==> src/design/crct_pkg.sv <==
// Shared types and constants for the Catmull-Rom curve tessellator.
package crct_pkg;

  localparam int COORD_W     = 32;
  // Working width of the Horner evaluation; coefficients and partial sums stay below 2^36.
  localparam int VAL_W       = 38;
  localparam int T_STEP_W    = 17;
  localparam logic [T_STEP_W-1:0] T_STEP_RESET = 17'd3277;
  localparam int NUM_AXES    = 3;
  localparam int NUM_SLOTS   = 4;
  localparam int VCNT_W      = 6;
  localparam logic [VCNT_W-1:0] VCNT_LAST = 6'd63;
  localparam int HELD_W      = 3;
  localparam logic [HELD_W-1:0] HELD_FULL = 3'd4;

  typedef enum logic [1:0] {
    ST_IDLE,
    ST_COEF,
    ST_RUN
  } state_t;

  typedef struct packed {
    logic shift_win;
    logic load_coef;
    logic issue;
    logic issue_last;
  } cmd_t;

  typedef struct packed {
    logic busy;
    logic adv;
  } status_t;

endpackage

==> src/design/crct_ctrl.sv <==
// Controller: window fill count, step register and vertex sequencing over t.
module crct_ctrl #(
  parameter int T_FRAC_BITS = 16
) (
  input  logic                          clk,
  input  logic                          rst,
  input  logic                          in_valid,
  output logic                          in_ready,
  input  logic                          curve_start,
  input  logic                          cfg_wr_en,
  input  logic [crct_pkg::T_STEP_W-1:0] cfg_wr_data,
  input  crct_pkg::status_t             stat,
  output crct_pkg::cmd_t                cmd,
  output logic [T_FRAC_BITS:0]          issue_t
);

  localparam int TW = T_FRAC_BITS + 1;
  localparam int SW = ((TW > crct_pkg::T_STEP_W) ? TW : crct_pkg::T_STEP_W) + 1;
  localparam logic [SW-1:0] ONE_S = SW'(1) << T_FRAC_BITS;
  localparam logic [TW-1:0] ONE_T = TW'(1) << T_FRAC_BITS;

  crct_pkg::state_t                   state, state_next;
  logic [crct_pkg::T_STEP_W-1:0]      t_step;
  logic [crct_pkg::HELD_W-1:0]        points_held, points_held_next;
  logic [crct_pkg::HELD_W-1:0]        held_base;
  logic [TW-1:0]                      current_t;
  logic [crct_pkg::VCNT_W-1:0]        vert_cnt;
  logic [SW-1:0]                      t_sum;
  logic                               accept;
  logic                               run_last;

  assign accept  = (state == crct_pkg::ST_IDLE) && in_valid && !stat.busy;
  assign issue_t = current_t;

  always_comb begin
    held_base = curve_start ? '0 : points_held;
    if (held_base < crct_pkg::HELD_FULL) begin
      points_held_next = held_base + crct_pkg::HELD_W'(1);
    end else begin
      points_held_next = held_base;
    end
  end

  always_comb begin
    t_sum    = SW'(current_t) + SW'(t_step);
    run_last = (t_sum > ONE_S) || (vert_cnt == crct_pkg::VCNT_LAST);
  end

  always_comb begin
    state_next = state;
    unique case (state)
      crct_pkg::ST_IDLE: begin
        if (accept && (points_held_next == crct_pkg::HELD_FULL)) begin
          state_next = crct_pkg::ST_COEF;
        end
      end
      crct_pkg::ST_COEF: begin
        state_next = crct_pkg::ST_RUN;
      end
      crct_pkg::ST_RUN: begin
        if (stat.adv && run_last) begin
          state_next = crct_pkg::ST_IDLE;
        end
      end
      default: begin
        state_next = crct_pkg::ST_IDLE;
      end
    endcase
  end

  always_comb begin
    in_ready       = 1'b0;
    cmd.shift_win  = 1'b0;
    cmd.load_coef  = 1'b0;
    cmd.issue      = 1'b0;
    cmd.issue_last = run_last;
    unique case (state)
      crct_pkg::ST_IDLE: begin
        in_ready      = !stat.busy;
        cmd.shift_win = accept;
      end
      crct_pkg::ST_COEF: begin
        cmd.load_coef = 1'b1;
      end
      crct_pkg::ST_RUN: begin
        cmd.issue = 1'b1;
      end
      default: begin
        in_ready = 1'b0;
      end
    endcase
  end

  always_ff @(posedge clk) begin
    if (rst) begin
      state       <= crct_pkg::ST_IDLE;
      t_step      <= crct_pkg::T_STEP_RESET;
      points_held <= '0;
      current_t   <= '0;
      vert_cnt    <= '0;
    end else begin
      state <= state_next;
      if (cfg_wr_en) begin
        t_step <= cfg_wr_data;
      end
      if (accept) begin
        points_held <= points_held_next;
      end
      if ((state == crct_pkg::ST_RUN) && stat.adv) begin
        if (run_last) begin
          current_t <= '0;
          vert_cnt  <= '0;
        end else begin
          current_t <= t_sum[TW-1:0];
          vert_cnt  <= vert_cnt + crct_pkg::VCNT_W'(1);
        end
      end
    end
  end

  a_held_bound: assert property (@(posedge clk) disable iff (rst)
    points_held <= crct_pkg::HELD_FULL)
    else $error("points_held above four");

  a_t_bound: assert property (@(posedge clk) disable iff (rst)
    (state == crct_pkg::ST_RUN) |-> (current_t <= ONE_T))
    else $error("t beyond one while issuing");

  a_coef_full: assert property (@(posedge clk) disable iff (rst)
    (state == crct_pkg::ST_COEF) |-> (points_held == crct_pkg::HELD_FULL))
    else $error("segment started without a full window");

  a_last_ends: assert property (@(posedge clk) disable iff (rst)
    (cmd.issue && cmd.issue_last && stat.adv) |=> (state == crct_pkg::ST_IDLE))
    else $error("run continued past its last vertex");

endmodule

==> config.mk <==
export PLATFORM = sky130hd
export DESIGN_NAME = crct_ctrl
export DESIGN_NICKNAME = d
export VERILOG_FILES = /design/src/design/crct_pkg.sv /design/src/design/crct_ctrl.sv
export SDC_FILE = /design/constraint.sdc
export NUM_CORES = 1
export LEC_CHECK = 0
export BUFFER_PORTS_ARGS = -buffer_cell sky130_fd_sc_hd__buf_2
export CAP_MARGIN = 20
export CORE_UTILIZATION = 45
export DETAILED_ROUTE_END_ITERATION = 12
export HOLD_SLACK_MARGIN = 0.1
export PLACE_DENSITY = 0.68
export SKIP_CTS_REPAIR_TIMING = 1
export SYNTH_ARGS = -nofsm -noshare
export SYNTH_HDL_FRONTEND = slang
export SYNTH_SLANG_ARGS = --single-unit
==> constraint.sdc <==
create_clock -name clk -period 8.1 [get_ports clk]
set_clock_uncertainty 0.2 [all_clocks]
set_input_delay 0.405 -clock clk [delete_from_list [all_inputs] [get_ports clk]]
set_output_delay 0.405 -clock clk [all_outputs]
set_load 0.005 [all_outputs]
* After elaboration in Yosys (flattened, before gate mapping)
Index checks and enable logic that the tools add are counted.
** Storage, ports and cells
- Input bits :: 24
- Word-level logic and storage cells :: 36
- Flip-flop bits (word level) :: 45
** Operators by class
- Add/subtract/negate cells :: 3
- Reductions and logical operators :: 9
- Equal/unequal tests :: 6
- Multiplexer cells :: 11
- $lt $le $gt $ge :: 2
** Operators with widths (number)
- $add 17x17->18 :: 1
- $gt 18x17->1 const B :: 1
- $mux 17 :: 1
- $add 6x1->6 const B :: 1
- $eq 6x6->1 const B :: 1
- $mux 3 :: 2
- $mux 6 :: 1
- $pmux 2 s3 :: 1
- $logic_and 1x1->1 :: 5
- $mux 1 :: 4
- $mux 2 :: 2
- $add 3x1->3 const B :: 1
- $eq 3x3->1 const B :: 1
- $lt 3x3->1 const B :: 1
- $eq 2x1->1 const B :: 1
- $eq 2x2->1 const B :: 1
- $logic_not 2->1 :: 1
- $ne 2x1->1 const B :: 1
- $ne 2x2->1 const B :: 1
- $reduce_and 2->1 :: 1
- $logic_not 1->1 :: 1
- $logic_or 1x1->1 :: 1

* Longest topological paths before layout
- Depth after elaboration :: 7
- Gate-level depth with buffers :: 12
- Mapped depth without buffers :: 11

* Worst setup path before layout
No wires, ideal clock.
- Kind :: flip-flop to output port
- Start :: register current_t[0] (netlist: issue_t[0])
- End :: output cmd[0] (netlist bit)
- Cell stages (with the launch flop) :: 13
- Setup slack :: 4.831 ns
- Arrival time :: 2.664 ns
- Data required time :: 7.495 ns
- Cell sequence :: dfxtp_1 -> ha_1 -> inv_1 -> fa_1 -> nand2b_1 -> a211o_1 -> a31oi_1 -> nand2_1 -> nor4_1 -> and4_4 -> a21oi_4 -> or2_2 -> buf_4
** On the way
- Longest elaborated chain between the ends :: 3
** Ends and longest elaborated chain
- from (decl) :: RTL line crct_ctrl.sv:26 : logic [TW-1:0] current_t;
- from (signal assigned) :: RTL line crct_ctrl.sv:114 : current_t <= t_sum[TW-1:0];
- $add 17x17->18 :: RTL line crct_ctrl.sv:45 : t_sum = SW'(current_t) + SW'(t_step);
- $gt 18x17->1 :: RTL line crct_ctrl.sv:46 : run_last = (t_sum > ONE_S) || (vert_cnt == crct_pkg::VCNT_LAST);
- $logic_or 1x1->1 :: RTL line crct_ctrl.sv:46
- to (decl) :: RTL line crct_ctrl.sv:13 : output crct_pkg::cmd_t cmd,
No other way between the ends.

==> results.tsv <==
metric	value	unit
hold_viol	0	
via_per_inst	5.56	
synthesis.nets	367	
grt_use_total	21.0	%
clk_pin_slew	0.08	ns
post_drt_wl_per_cell	14.3	um
cts_tree	built	
hpwl	4790	um
synth_ff_type	dfxtp_1	
vias	2451	
postSynth.asyncResetShare	0	%
yosysTopAreaCell	dfxtp_1	
slowest_delay	0.46	ns
worstPathRequired	7.50	ns
cp_slowest_cell	a21oi_4	
clk_latency	0.30	ns
avgSynthCellArea	8.55	um2
gp_congestion	0.867	
final-max-slew-violation-count	0	
p_sw	0.113	mW
r2r_setup_slack	4.82	ns
r2r-end	issue_t[2]	
crit_start	issue_t[0]	
status	finished, final reports clean	
synthesis.area	2760	um2
arrival	3.40	ns
rr_worst_depth	11	
layout_min_cycle_time	4.01	ns
final_util	53.5	%
ant_nets	0	
dieArea	6460	um2
ys_top_cells_by_area	dfxtp_1, ha_1, nand2_1	
core_area	5920	um2
die_x	80.4	um
relSlewSlack	56.7	%
sw_frac_of_total	23.3	%
routed_wl	6320	um
peakVddDrop	0.0982	mV
die_y	80.4	um
clock_path_buffers	2	
worstHoldEndpoint	t_step[7]	
port_buffers	45	
p_seq_share	47.6	%
period_share	49.5	%
clockRootBuffer	clkbuf_8	
internal-power	0.371	mW
drive_gt1_share	19.9	%
crit_chain	ha_1 -> inv_1 -> fa_1 -> nand2b_1 -> a211o_1 -> a21o_1 -> a211oi_1 -> a31oi_1 -> and4_4 -> a21oi_4 -> or2_2 -> buf_2	
rows	28	
synth-edff-count	0	
grt_pass1_vias	2313	
rsz0062_at_grt	false	
crit_type	reg -> out	
worst_slew_pin_slew	0.647	ns
synth_cells	323	
overflow	0	
cts_max_level	2	
setup_viol	0	
numCtsBuffers	5	
antenna_found_initial	0	
fmaxAchievable	0.249	GHz
dr.first_iter.drc_count	193	
p_per_area	153	nW/um2
layout.nets	409	
p_leak	1.41	nW
synth_top_area_share	32.6	%
hold_path_class	in -> reg	
cap_violations	0	
synth_seq_cells	45	
grt_first_pass_wirelength	10500	um
area_delta_synth_final	14.6	%
yosysWarnings	0	
io_pins	46	
grt_max_degree	21	
drt_pass1_iterations	5	
combPwrFrac	11.0	%
antenna_cells	0	
yosysSeqAreaShare	32.6	%
crit_fanout	16	
setup_tns	0	ns
clkPwrFrac	41.5	%
holdCritStartpoint	cfg_wr_data[7]	
ys_types	59	
r2r-start	issue_t[0]	
critPathLaunchType	register	
hold_depth	3	
drc	0	
cts_sinks	45	
endpoint_kind	primary output	
initial_core_util	46.7	%
## cells in the mapped netlist (5+ instances only)
cell,count
o21ai_0,7
nand2_1,50
dfxtp_1,45
clkbuf_1,6
a21oi_1,13
a211oi_1,5
ha_1,19
nor3_1,7
nand3_1,6
xnor2_1,8
o21a_1,5
a21o_1,7
xor2_1,6
o21ai_1,11
inv_1,8
mux2i_1,18
o31ai_1,7
nor2_1,27
## kinds of logic after synthesis
group	share of synthesized area, %
XOR/XNOR	4.44
flip-flops	32.6
multiplexers	6.52
buffers and inverters	3.31
AND/OR/NAND/NOR	20.7
adder cells (fa/ha/maj)	9.33
AO/OA/AOI/OAI	23.1
## critical path, delay by kind of cell, from the launching register on
family / cells / cell delay [ns]
AO/OA/AOI/OAI: 5 / 1.41
AND/OR/NAND/NOR: 3 / 0.61
adder cells (fa/ha/maj): 2 / 0.57
flip-flops: 1 / 0.35
buffers and inverters: 2 / 0.16
## cell type report
cell class	count	area (um2)
timing repair buffer	46	233
multi-input combinational	258	1770
sequential	45	901
tap	75	93.8
clock buffer	5	68.8
clock inverter	3	65.1
fill	572	2760
inverter	9	33.8
## layer usage
layer / track usage [%] / vias to the layer above / part of all wire [%]
li1: - / 1253 / -
met1: 27.2 / 1128 / 47
met2: 34.0 / 60 / 46
met3: 4.66 / 10 / 5.6
met4: 7.68 / 0 / 1.7
met5: 0 / - / 0
## registers in the layout, indices dropped and copies added (netlist names)
name and flops:
issue_t 17, points_held 3, state 2, t_step 17, vert_cnt 6
## cells in the final DEF (no fill, tap or decap), types with 2 or more instances in the layout
cell	instances
a211o_1	2
a211oi_1	5
a211oi_2	3
a21o_1	7
a21oi_1	13
a21oi_2	2
a22oi_1	3
a31oi_1	3
and2_1	3
and3_1	4
buf_2	45
bufinv_16	2
clkbuf_8	5
dfxtp_1	45
ha_1	19
inv_1	8
mux2i_1	18
nand2_1	50
nand2b_1	4
nand3_1	6
nand4_1	2
nor2_1	27
nor2b_1	4
nor3_1	7
nor4_1	2
o2111ai_1	3
o21a_1	5
o21ai_0	7
o21ai_1	11
o21bai_1	2
o31ai_1	7
or2_2	3
xnor2_1	8
xor2_1	6
## how the worst max path moves through the flow
stage / end / slack, ns / cells after the start
2_1_floorplan: cmd[0] / 4.83 / 12
3_3_place_gp: cmd[0] / 4.54 / 12
3_5_place_dp: cmd[0] / 4.46 / 12
4_1_cts: cmd[0] / 4.10 / 12
5_1_grt: cmd[0] / 3.84 / 12
6_report: cmd[0] / 4.09 / 12
## power groups by stage
stage	sequential, mW	combinational (mW)	clock, mW
final	0.230	0.0531	0.201
after global routing	0.231	0.0594	0.217
after floorplan	0.234	0.0389	0
after global placement	0.235	0.0530	0
after CTS	0.230	0.0534	0.207
after detailed placement	0.235	0.0531	0
## stage by stage
| stage | area (um2) | hold slack [ns] | cells | total power, mW | setup WS (ns) |
|---|---|---|---|---|---|
| after detailed placement | 3030 | 0.263 | 433 | 0.288 | 4.46 |
| after CTS | 3170 | 0.110 | 441 | 0.490 | 4.10 |
| after global placement | 3030 | 0.250 | 433 | 0.288 | 4.54 |
| after floorplan | 2760 | 0.243 | 323 | 0.273 | 4.83 |
| after global routing | 3170 | 0.116 | 441 | 0.507 | 3.84 |
| final | 3170 | 0.117 | 441 | 0.484 | 4.09 |
(Power assumes the default switching activity.)
